<file path="src/rtl/dcmd_pkg.sv">
// ----------------------------------------------------------------------------
// DC motor duty and direction package
// Shared widths, command and register codes, and the compare request type.
// ----------------------------------------------------------------------------
package dcmd_pkg;

  localparam int unsigned PeriodWidth  = 16;
  localparam int unsigned DutyWidth    = 15;
  localparam int unsigned MagWidth     = 14;
  localparam int unsigned ProdWidth    = PeriodWidth + MagWidth;
  localparam int unsigned PinWidth     = 6;
  localparam int unsigned CfgIdxWidth  = 3;
  localparam int unsigned CfgDataWidth = 16;

  localparam int unsigned DutyFull  = 10000;
  localparam int unsigned RoundHalf = DutyFull / 2;

  // Reciprocal of the full-scale duty: floor(x * RecipMul / 2^RecipShift) equals
  // floor(x / DutyFull) for every x below 2^ProdWidth.
  localparam int unsigned RecipShift = 43;
  localparam int unsigned RecipWidth = 30;
  localparam logic [RecipWidth-1:0] RecipMul = RecipWidth'(879609303);

  localparam int unsigned PinDirFwd   = 0;
  localparam int unsigned PinDirRev   = 1;
  localparam int unsigned PinAuxFwd   = 2;
  localparam int unsigned PinAuxRev   = 3;
  localparam int unsigned PinDirBrake = 4;
  localparam int unsigned PinAuxBrake = 5;

  typedef enum logic [1:0] {
    OP_INIT     = 2'd0,
    OP_SET_DUTY = 2'd1,
    OP_STOP     = 2'd2
  } opcode_e;

  typedef enum logic [CfgIdxWidth-1:0] {
    CFG_PERIOD      = 3'd0,
    CFG_REVERSE     = 3'd1,
    CFG_BRAKE_EN    = 3'd2,
    CFG_BRAKE_DUTY  = 3'd3,
    CFG_PIN_LEVELS  = 3'd4,
    CFG_AUX_PRESENT = 3'd5
  } cfg_idx_e;

  typedef enum logic [1:0] {
    CMP_HOLD = 2'd0,
    CMP_ZERO = 2'd1,
    CMP_LOAD = 2'd2
  } cmp_act_e;

  typedef struct packed {
    cmp_act_e               act;
    logic [ProdWidth-1:0]   scaled;
  } cmp_req_t;

endpackage

</file>
<file path="src/rtl/dcmd_compare_scale.sv">
// ----------------------------------------------------------------------------
// Compare scaling
// Divides the rounded duty-period product by the full-scale duty through a
// reciprocal multiply, limits it to the period and picks the next compare.
// ----------------------------------------------------------------------------
module dcmd_compare_scale (
  input  dcmd_pkg::cmp_req_t                 req_i,
  input  logic [dcmd_pkg::PeriodWidth-1:0]   period_i,
  input  logic [dcmd_pkg::PeriodWidth-1:0]   held_i,
  output logic [dcmd_pkg::PeriodWidth-1:0]   compare_o
);
  import dcmd_pkg::*;

  logic [ProdWidth+RecipWidth-1:0] recip_prod;
  logic [PeriodWidth:0]            quot;
  logic [PeriodWidth-1:0]          limited;

  assign recip_prod = (ProdWidth + RecipWidth)'(req_i.scaled)
                    * (ProdWidth + RecipWidth)'(RecipMul);
  assign quot       = recip_prod[RecipShift+PeriodWidth:RecipShift];
  assign limited    = (quot > {1'b0, period_i}) ? period_i : quot[PeriodWidth-1:0];

  always_comb begin
    unique case (req_i.act)
      CMP_ZERO: compare_o = '0;
      CMP_LOAD: compare_o = limited;
      default:  compare_o = held_i;
    endcase
  end

endmodule

</file>
<file path="src/rtl/dc_motor_duty_direction_unit.sv">
// ----------------------------------------------------------------------------
// DC motor duty and direction unit
// Turns init, set-duty and stop commands into H-bridge pin levels and a PWM
// compare count.
//
// Commands enter on the slave stream: tuser carries the opcode and tdata the
// signed duty in hundredths of a percent. Every command gives one result on
// the master stream: the compare count, the held direction and aux levels and
// the PWM enable flag. Registers are written over the configuration channel,
// which is always ready, only while no command is in flight; the user must
// keep to this, as the block does not enforce it. The duty-period product
// is formed ahead of the first stage register and is divided by full scale
// through a reciprocal multiply ahead of the output register. One command is
// accepted every cycle while results are taken; on a stall, the result
// and the command behind it hold; the slave stops only once both stages fill.
// Reset clears all registers, the held levels, the compare and the enable.
// ----------------------------------------------------------------------------
module dc_motor_duty_direction_unit (
  input  logic                                clk_i,
  input  logic                                rst_ni,
  input  logic                                cfg_valid_i,
  output logic                                cfg_ready_o,
  input  logic [dcmd_pkg::CfgIdxWidth-1:0]    cfg_index_i,
  input  logic [dcmd_pkg::CfgDataWidth-1:0]   cfg_data_i,
  input  logic                                s_axis_tvalid,
  output logic                                s_axis_tready,
  input  logic [15:0]                         s_axis_tdata,  // duty[14:0], zero pad
  input  logic [1:0]                          s_axis_tuser,  // opcode[1:0]
  output logic                                m_axis_tvalid,
  input  logic                                m_axis_tready,
  output logic [23:0]                         m_axis_tdata   // compare[15:0], dir,
                                                             // aux, pwm_enabled
);
  import dcmd_pkg::*;

  logic [PeriodWidth-1:0] period_q;
  logic                   reverse_q;
  logic                   brake_en_q;
  logic [MagWidth-1:0]    brake_duty_q;
  logic [PinWidth-1:0]    pins_q;
  logic                   aux_present_q;

  logic dir_q, dir_d;
  logic aux_q, aux_d;
  logic run_q, run_d;

  logic                   s1_valid_q;
  cmp_req_t               s1_req_q, s1_req_d;
  logic                   s1_dir_q, s1_aux_q, s1_run_q;

  logic                   out_valid_q;
  logic [PeriodWidth-1:0] cmp_q, cmp_d;
  logic                   out_dir_q, out_aux_q, out_run_q;

  logic                   advance;
  logic                   accept;
  logic signed [DutyWidth-1:0] duty;
  logic signed [DutyWidth-1:0] duty_sat;
  logic [MagWidth-1:0]    mag;
  logic [MagWidth-1:0]    brake_mag;
  logic [MagWidth-1:0]    mag_sel;
  logic                   fwd;

  assign cfg_ready_o = 1'b1;

  always_ff @(posedge clk_i or negedge rst_ni) begin
    if (!rst_ni) begin
      period_q      <= '0;
      reverse_q     <= 1'b0;
      brake_en_q    <= 1'b0;
      brake_duty_q  <= '0;
      pins_q        <= '0;
      aux_present_q <= 1'b0;
    end else if (cfg_valid_i) begin
      unique case (cfg_index_i)
        CFG_PERIOD:      period_q      <= cfg_data_i[PeriodWidth-1:0];
        CFG_REVERSE:     reverse_q     <= cfg_data_i[0];
        CFG_BRAKE_EN:    brake_en_q    <= cfg_data_i[0];
        CFG_BRAKE_DUTY:  brake_duty_q  <= cfg_data_i[MagWidth-1:0];
        CFG_PIN_LEVELS:  pins_q        <= cfg_data_i[PinWidth-1:0];
        CFG_AUX_PRESENT: aux_present_q <= cfg_data_i[0];
        default: ;
      endcase
    end
  end

  assign advance       = !out_valid_q || m_axis_tready;
  assign s_axis_tready = !s1_valid_q || advance;
  assign accept        = s_axis_tvalid && s_axis_tready;

  assign duty = signed'(s_axis_tdata[DutyWidth-1:0]);

  always_comb begin
    if (duty > signed'(DutyWidth'(DutyFull))) begin
      duty_sat = DutyWidth'(DutyFull);
    end else if (duty < -signed'(DutyWidth'(DutyFull))) begin
      duty_sat = -signed'(DutyWidth'(DutyFull));
    end else begin
      duty_sat = duty;
    end
  end

  assign mag       = duty_sat[DutyWidth-1] ? MagWidth'(-duty_sat) : MagWidth'(duty_sat);
  assign fwd       = !duty_sat[DutyWidth-1] ^ reverse_q;
  assign brake_mag = (brake_duty_q > MagWidth'(DutyFull)) ? MagWidth'(DutyFull)
                                                          : brake_duty_q;

  always_comb begin
    dir_d   = dir_q;
    aux_d   = aux_q;
    run_d   = run_q;
    mag_sel = '0;
    s1_req_d.act = CMP_HOLD;
    unique case (s_axis_tuser)
      OP_INIT: begin
        dir_d = pins_q[PinDirFwd];
        if (aux_present_q) begin
          aux_d = pins_q[PinAuxFwd];
        end
        run_d = 1'b1;
        s1_req_d.act = CMP_ZERO;
      end
      OP_SET_DUTY: begin
        if (duty_sat == '0) begin
          s1_req_d.act = CMP_ZERO;
        end else begin
          dir_d = fwd ? pins_q[PinDirFwd] : pins_q[PinDirRev];
          if (aux_present_q) begin
            aux_d = fwd ? pins_q[PinAuxFwd] : pins_q[PinAuxRev];
          end
          mag_sel      = mag;
          s1_req_d.act = CMP_LOAD;
        end
      end
      OP_STOP: begin
        if (brake_en_q) begin
          dir_d = pins_q[PinDirBrake];
          if (aux_present_q) begin
            aux_d = pins_q[PinAuxBrake];
          end
          mag_sel      = brake_mag;
          s1_req_d.act = CMP_LOAD;
        end else begin
          s1_req_d.act = CMP_ZERO;
        end
      end
      default: ;
    endcase
    s1_req_d.scaled = ProdWidth'(mag_sel) * ProdWidth'(period_q) + ProdWidth'(RoundHalf);
  end

  always_ff @(posedge clk_i or negedge rst_ni) begin
    if (!rst_ni) begin
      dir_q      <= 1'b0;
      aux_q      <= 1'b0;
      run_q      <= 1'b0;
      s1_valid_q <= 1'b0;
    end else begin
      if (accept) begin
        dir_q <= dir_d;
        aux_q <= aux_d;
        run_q <= run_d;
      end
      if (s_axis_tready) begin
        s1_valid_q <= s_axis_tvalid;
      end
    end
  end

  always_ff @(posedge clk_i) begin
    if (accept) begin
      s1_req_q <= s1_req_d;
      s1_dir_q <= dir_d;
      s1_aux_q <= aux_d;
      s1_run_q <= run_d;
    end
  end

  dcmd_compare_scale u_scale (
    .req_i     (s1_req_q),
    .period_i  (period_q),
    .held_i    (cmp_q),
    .compare_o (cmp_d)
  );

  always_ff @(posedge clk_i or negedge rst_ni) begin
    if (!rst_ni) begin
      out_valid_q <= 1'b0;
      cmp_q       <= '0;
    end else if (advance) begin
      out_valid_q <= s1_valid_q;
      if (s1_valid_q) begin
        cmp_q <= cmp_d;
      end
    end
  end

  always_ff @(posedge clk_i) begin
    if (advance && s1_valid_q) begin
      out_dir_q <= s1_dir_q;
      out_aux_q <= s1_aux_q;
      out_run_q <= s1_run_q;
    end
  end

  assign m_axis_tvalid = out_valid_q;
  assign m_axis_tdata  = {5'b0, out_run_q, out_aux_q, out_dir_q, cmp_q};

endmodule

</file>
<file path="config.mk">
export PLATFORM = sky130hd
export DESIGN_NAME = dc_motor_duty_direction_unit
export DESIGN_NICKNAME = d
export VERILOG_FILES = /design/src/rtl/dcmd_pkg.sv /design/src/rtl/dcmd_compare_scale.sv /design/src/rtl/dc_motor_duty_direction_unit.sv
export SDC_FILE = /design/constraint.sdc
export NUM_CORES = 2
export LEC_CHECK = 0
export ABC_AREA = 1
export BUFFER_PORTS_ARGS = -buffer_cell sky130_fd_sc_hd__buf_4
export CORE_MARGIN = 2
export CORE_UTILIZATION = 65
export DETAILED_ROUTE_END_ITERATION = 8
export PLACE_DENSITY_LB_ADDON = 0.12
export SYNTH_ARGS = -nofsm -noshare
export SYNTH_HDL_FRONTEND = slang
export SYNTH_HIERARCHICAL = 1
export SYNTH_SLANG_ARGS = --single-unit
</file>
<file path="constraint.sdc">
create_clock -name clk_i -period 13.25 [get_ports clk_i]
set_clock_uncertainty 0.2 [all_clocks]
set_input_delay 2.65 -clock clk_i [delete_from_list [all_inputs] [get_ports clk_i]]
set_output_delay 2.65 -clock clk_i [all_outputs]
set_load 0.02 [all_outputs]
</file>
==> flow_metrics.py <==
metrics = {
    "critical_path": {
        "critPathRequiredTime_ns": 13.16,
        "crit_path_max_fanout": 14,
        "crit_buf_inv": 9,
        "worstPathArrival_ns": 11.01,
        "cp_slowest_cell": "fa_1",
        "path_delay_family": "adder cells",
        "critPathLaunchType": "input port",
        "cp_common_cell": "nand2_1",
        "crit_type": "input port to register",
        "critPathCaptureType": "register",
        "critPathMaxStageDelay_ns": 0.53,
    },
    "timing": {
        "tightest_slew_ns": 1.066,
        "rsz0062_at_grt": "false",
        "relSlewSlack": 0.2870,
        "drv_slew": 0,
        "finalSetupViolCount": 0,
        "final.min_clock_period_ns": 11.09,
        "finalCritPeriodShare": 0.8373,
        "tns_ns": 0,
        "hold_viol_final": 0,
        "max_freq_mhz": 90.13,
    },
    "cells_and_area": {
        "num-nets-final": 4669,
        "syn_to_final_growth_pct": 4.233,
        "drive_gt1_frac": 0.03604,
        "n_fill_cell": 3821,
        "diodes": 0,
    },
    "die": {
        "ios": 69,
        "die-area_um2": 47990,
        "die_x_um": 219.1,
        "core_area_um2": 45480,
        "std_cell_rows": 78,
        "die_h_um": 219.1,
        "initial_core_util": 0.6610,
    },
    "global_route": {
        "grt_overflow": 0,
        "grt_pass1_wl_mm": 133.0,
        "antenna_found_initial": 0,
        "grt_use_total": 0.3640,
        "grt_max_degree": 103,
        "grt_pass1_vias": 25000,
    },
    "synth": {
        "synth_edf_count": 38,
        "ys_seq_area_frac": 0.08790,
        "synth_area_um2": 30060,
        "syn_avg_cell_area_um2": 8.402,
        "async_flop_share": 0.6122,
        "ys_seq_elements": 98,
        "ys.flop_type": "dfrtp_1",
        "syn_inst": 3578,
        "yosys_warnings": 6,
        "ys_types": 48,
    },
    "detailed_routing": {
        "drtPass1Iterations": 5,
        "drcViolationCount": 0,
        "wl_mm": 82.67,
        "drt_iter0_drc": 1559,
        "ant_nets": 0,
        "vias": 23560,
        "via_per_inst": 5.600,
        "post_drt_wl_per_cell_um": 19.65,
    },
    "outcome": {
        "status": "finished clean",
    },
    "cts": {
        "clock_latency_ns": 0.38,
        "clockBufferDepth": 2,
        "cts_tree": "done",
        "clock_sinks": 98,
        "postCtsSetupBuffers": 0,
        "clk_pin_slew_ns": 0.08,
        "cts_resized": 0,
        "hold_buffers": 0,
        "htree_num_levels": 3,
        "numCtsBuffers": 9,
        "clock-root-buffer": "clkbuf_16",
    },
    "placement": {
        "portBuffers": 61,
        "gp_congestion": 0.9883,
        "dp_hpwl_mm": 71.88,
    },
    "run": {
        "maxCapViolCount": 0,
    },
    "worst_hold_path": {
        "min_path_type": "register to register",
    },
}
[path summary, 6_finish.rpt]
| path | startpoint | to | slack [ns] | depth (start not counted) |
|---|---|---|---|---|
| setup / recovery | s_axis_tdata[7] | s1_req_q[27] | 2.16 | 39 |
| hold / removal | s1_aux_q | out_aux_q | 0.22 | 0 |
| setup reg to reg | s1_req_q[9] | cmp_q[2] | 3.98 | 39 |
| hold reg to reg | s1_aux_q | out_aux_q | 0.22 | 0 |
| max in group asynchronous | rst_ni | brake_duty_q[8] | 10.21 | 1 |
| min in group asynchronous | rst_ni | pins_q[1] | 2.13 | 1 |
[cell usage after synthesis (12+ instances only)]
cell type,n,area share
o21bai_1,15,0.0037
xor2_1,34,0.0099
nand2_1,651,0.081
a21oi_1,111,0.018
nand2_2,17,0.0035
fa_1,545,0.36
nor3_1,24,0.0040
dfrtp_1,60,0.050
ha_1,480,0.20
nand4_1,16,0.0033
clkbuf_1,25,0.0031
nor2_1,275,0.034
edfxtp_1,38,0.038
o21ai_0,96,0.016
buf_4,12,0.0030
inv_1,857,0.11
xnor2_1,21,0.0061
nand3_1,206,0.034
[cell usage in the layout (no fill, tap or decap), types with 4 or more instances in the layout]
master	n
fa_1	545
o21bai_1	15
conb_1	6
nand3b_1	8
xnor2_1	21
nor2_2	6
o21ai_1	4
or2_2	5
inv_1	857
inv_2	4
xor2_1	34
nand3_1	206
dfrtp_1	60
a21oi_1	111
nand2_1	651
nor3_1	24
edfxtp_1	38
a21o_1	4
ha_1	479
clkinv_1	7
clkbuf_16	10
nand4_1	16
buf_4	68
o21ai_0	96
nor2_1	275
nand2_2	17
[through the flow]
| step | worst slack (ns) | hold WS [ns] | instances | instance area [µm²] | util |
|---|---|---|---|---|---|
| floorplan | 3.326 | 0.2003 | 3582 | 30080 | - |
| global placement | 2.005 | 0.2087 | 4191 | 31020 | 0.6821 |
| detailed placement | 1.835 | 0.2080 | 4191 | 31020 | 0.6821 |
| CTS | 2.213 | 0.2200 | 4207 | 31340 | 0.6890 |
| global route | 1.548 | 0.2350 | 4207 | 31340 | 0.6890 |
| finish | 2.155 | 0.2182 | 4207 | 31340 | 0.6890 |
[layout make-up]
| class | instances | area [µm²] | area share |
|---|---|---|---|
| clock buffer | 10 | 250.2 | 0.007986 |
| timing repair buffer | 68 | 510.5 | 0.01629 |
| inverter | 868 | 3258 | 0.1040 |
| sequential | 98 | 2643 | 0.08433 |
| clock inverter | 6 | 65.06 | 0.002076 |
| tap | 600 | 750.7 | 0.02396 |
| multi-input combinational | 2557 | 23860 | 0.7614 |
[per-layer routing]
| metal | track usage | wire length, µm | vias to the layer above |
|---|---|---|---|
| met5 | 0 | 0 | - |
| met4 | 0.1685 | 4210 | 0 |
| met3 | 0.04061 | 4304 | 218 |
| met2 | 0.6326 | 41010 | 823 |
| met1 | 0.4571 | 33150 | 11550 |
| li1 | - | - | 10970 |
[kinds of logic after synthesis]
family,after synthesis,synth area share
simple gates,1220,0.1684
buf+inv,927,0.1191
flops,98,0.08790
other cells,2,0.0002498
fa+ha+maj,1025,0.5627
compound gates,251,0.04562
xor+xnor,55,0.01602
[state kept, by name, summed over array words and instances, names as in the netlist, 6 cells and up]
name          count
pins_q            6
s1_req_q         32
period_q         16
brake_duty_q     14
cmp_q            16
Power is left out: the tool's default activity adds up to more than one toggle a clock period on the data nets, which glitch-free logic cannot reach.
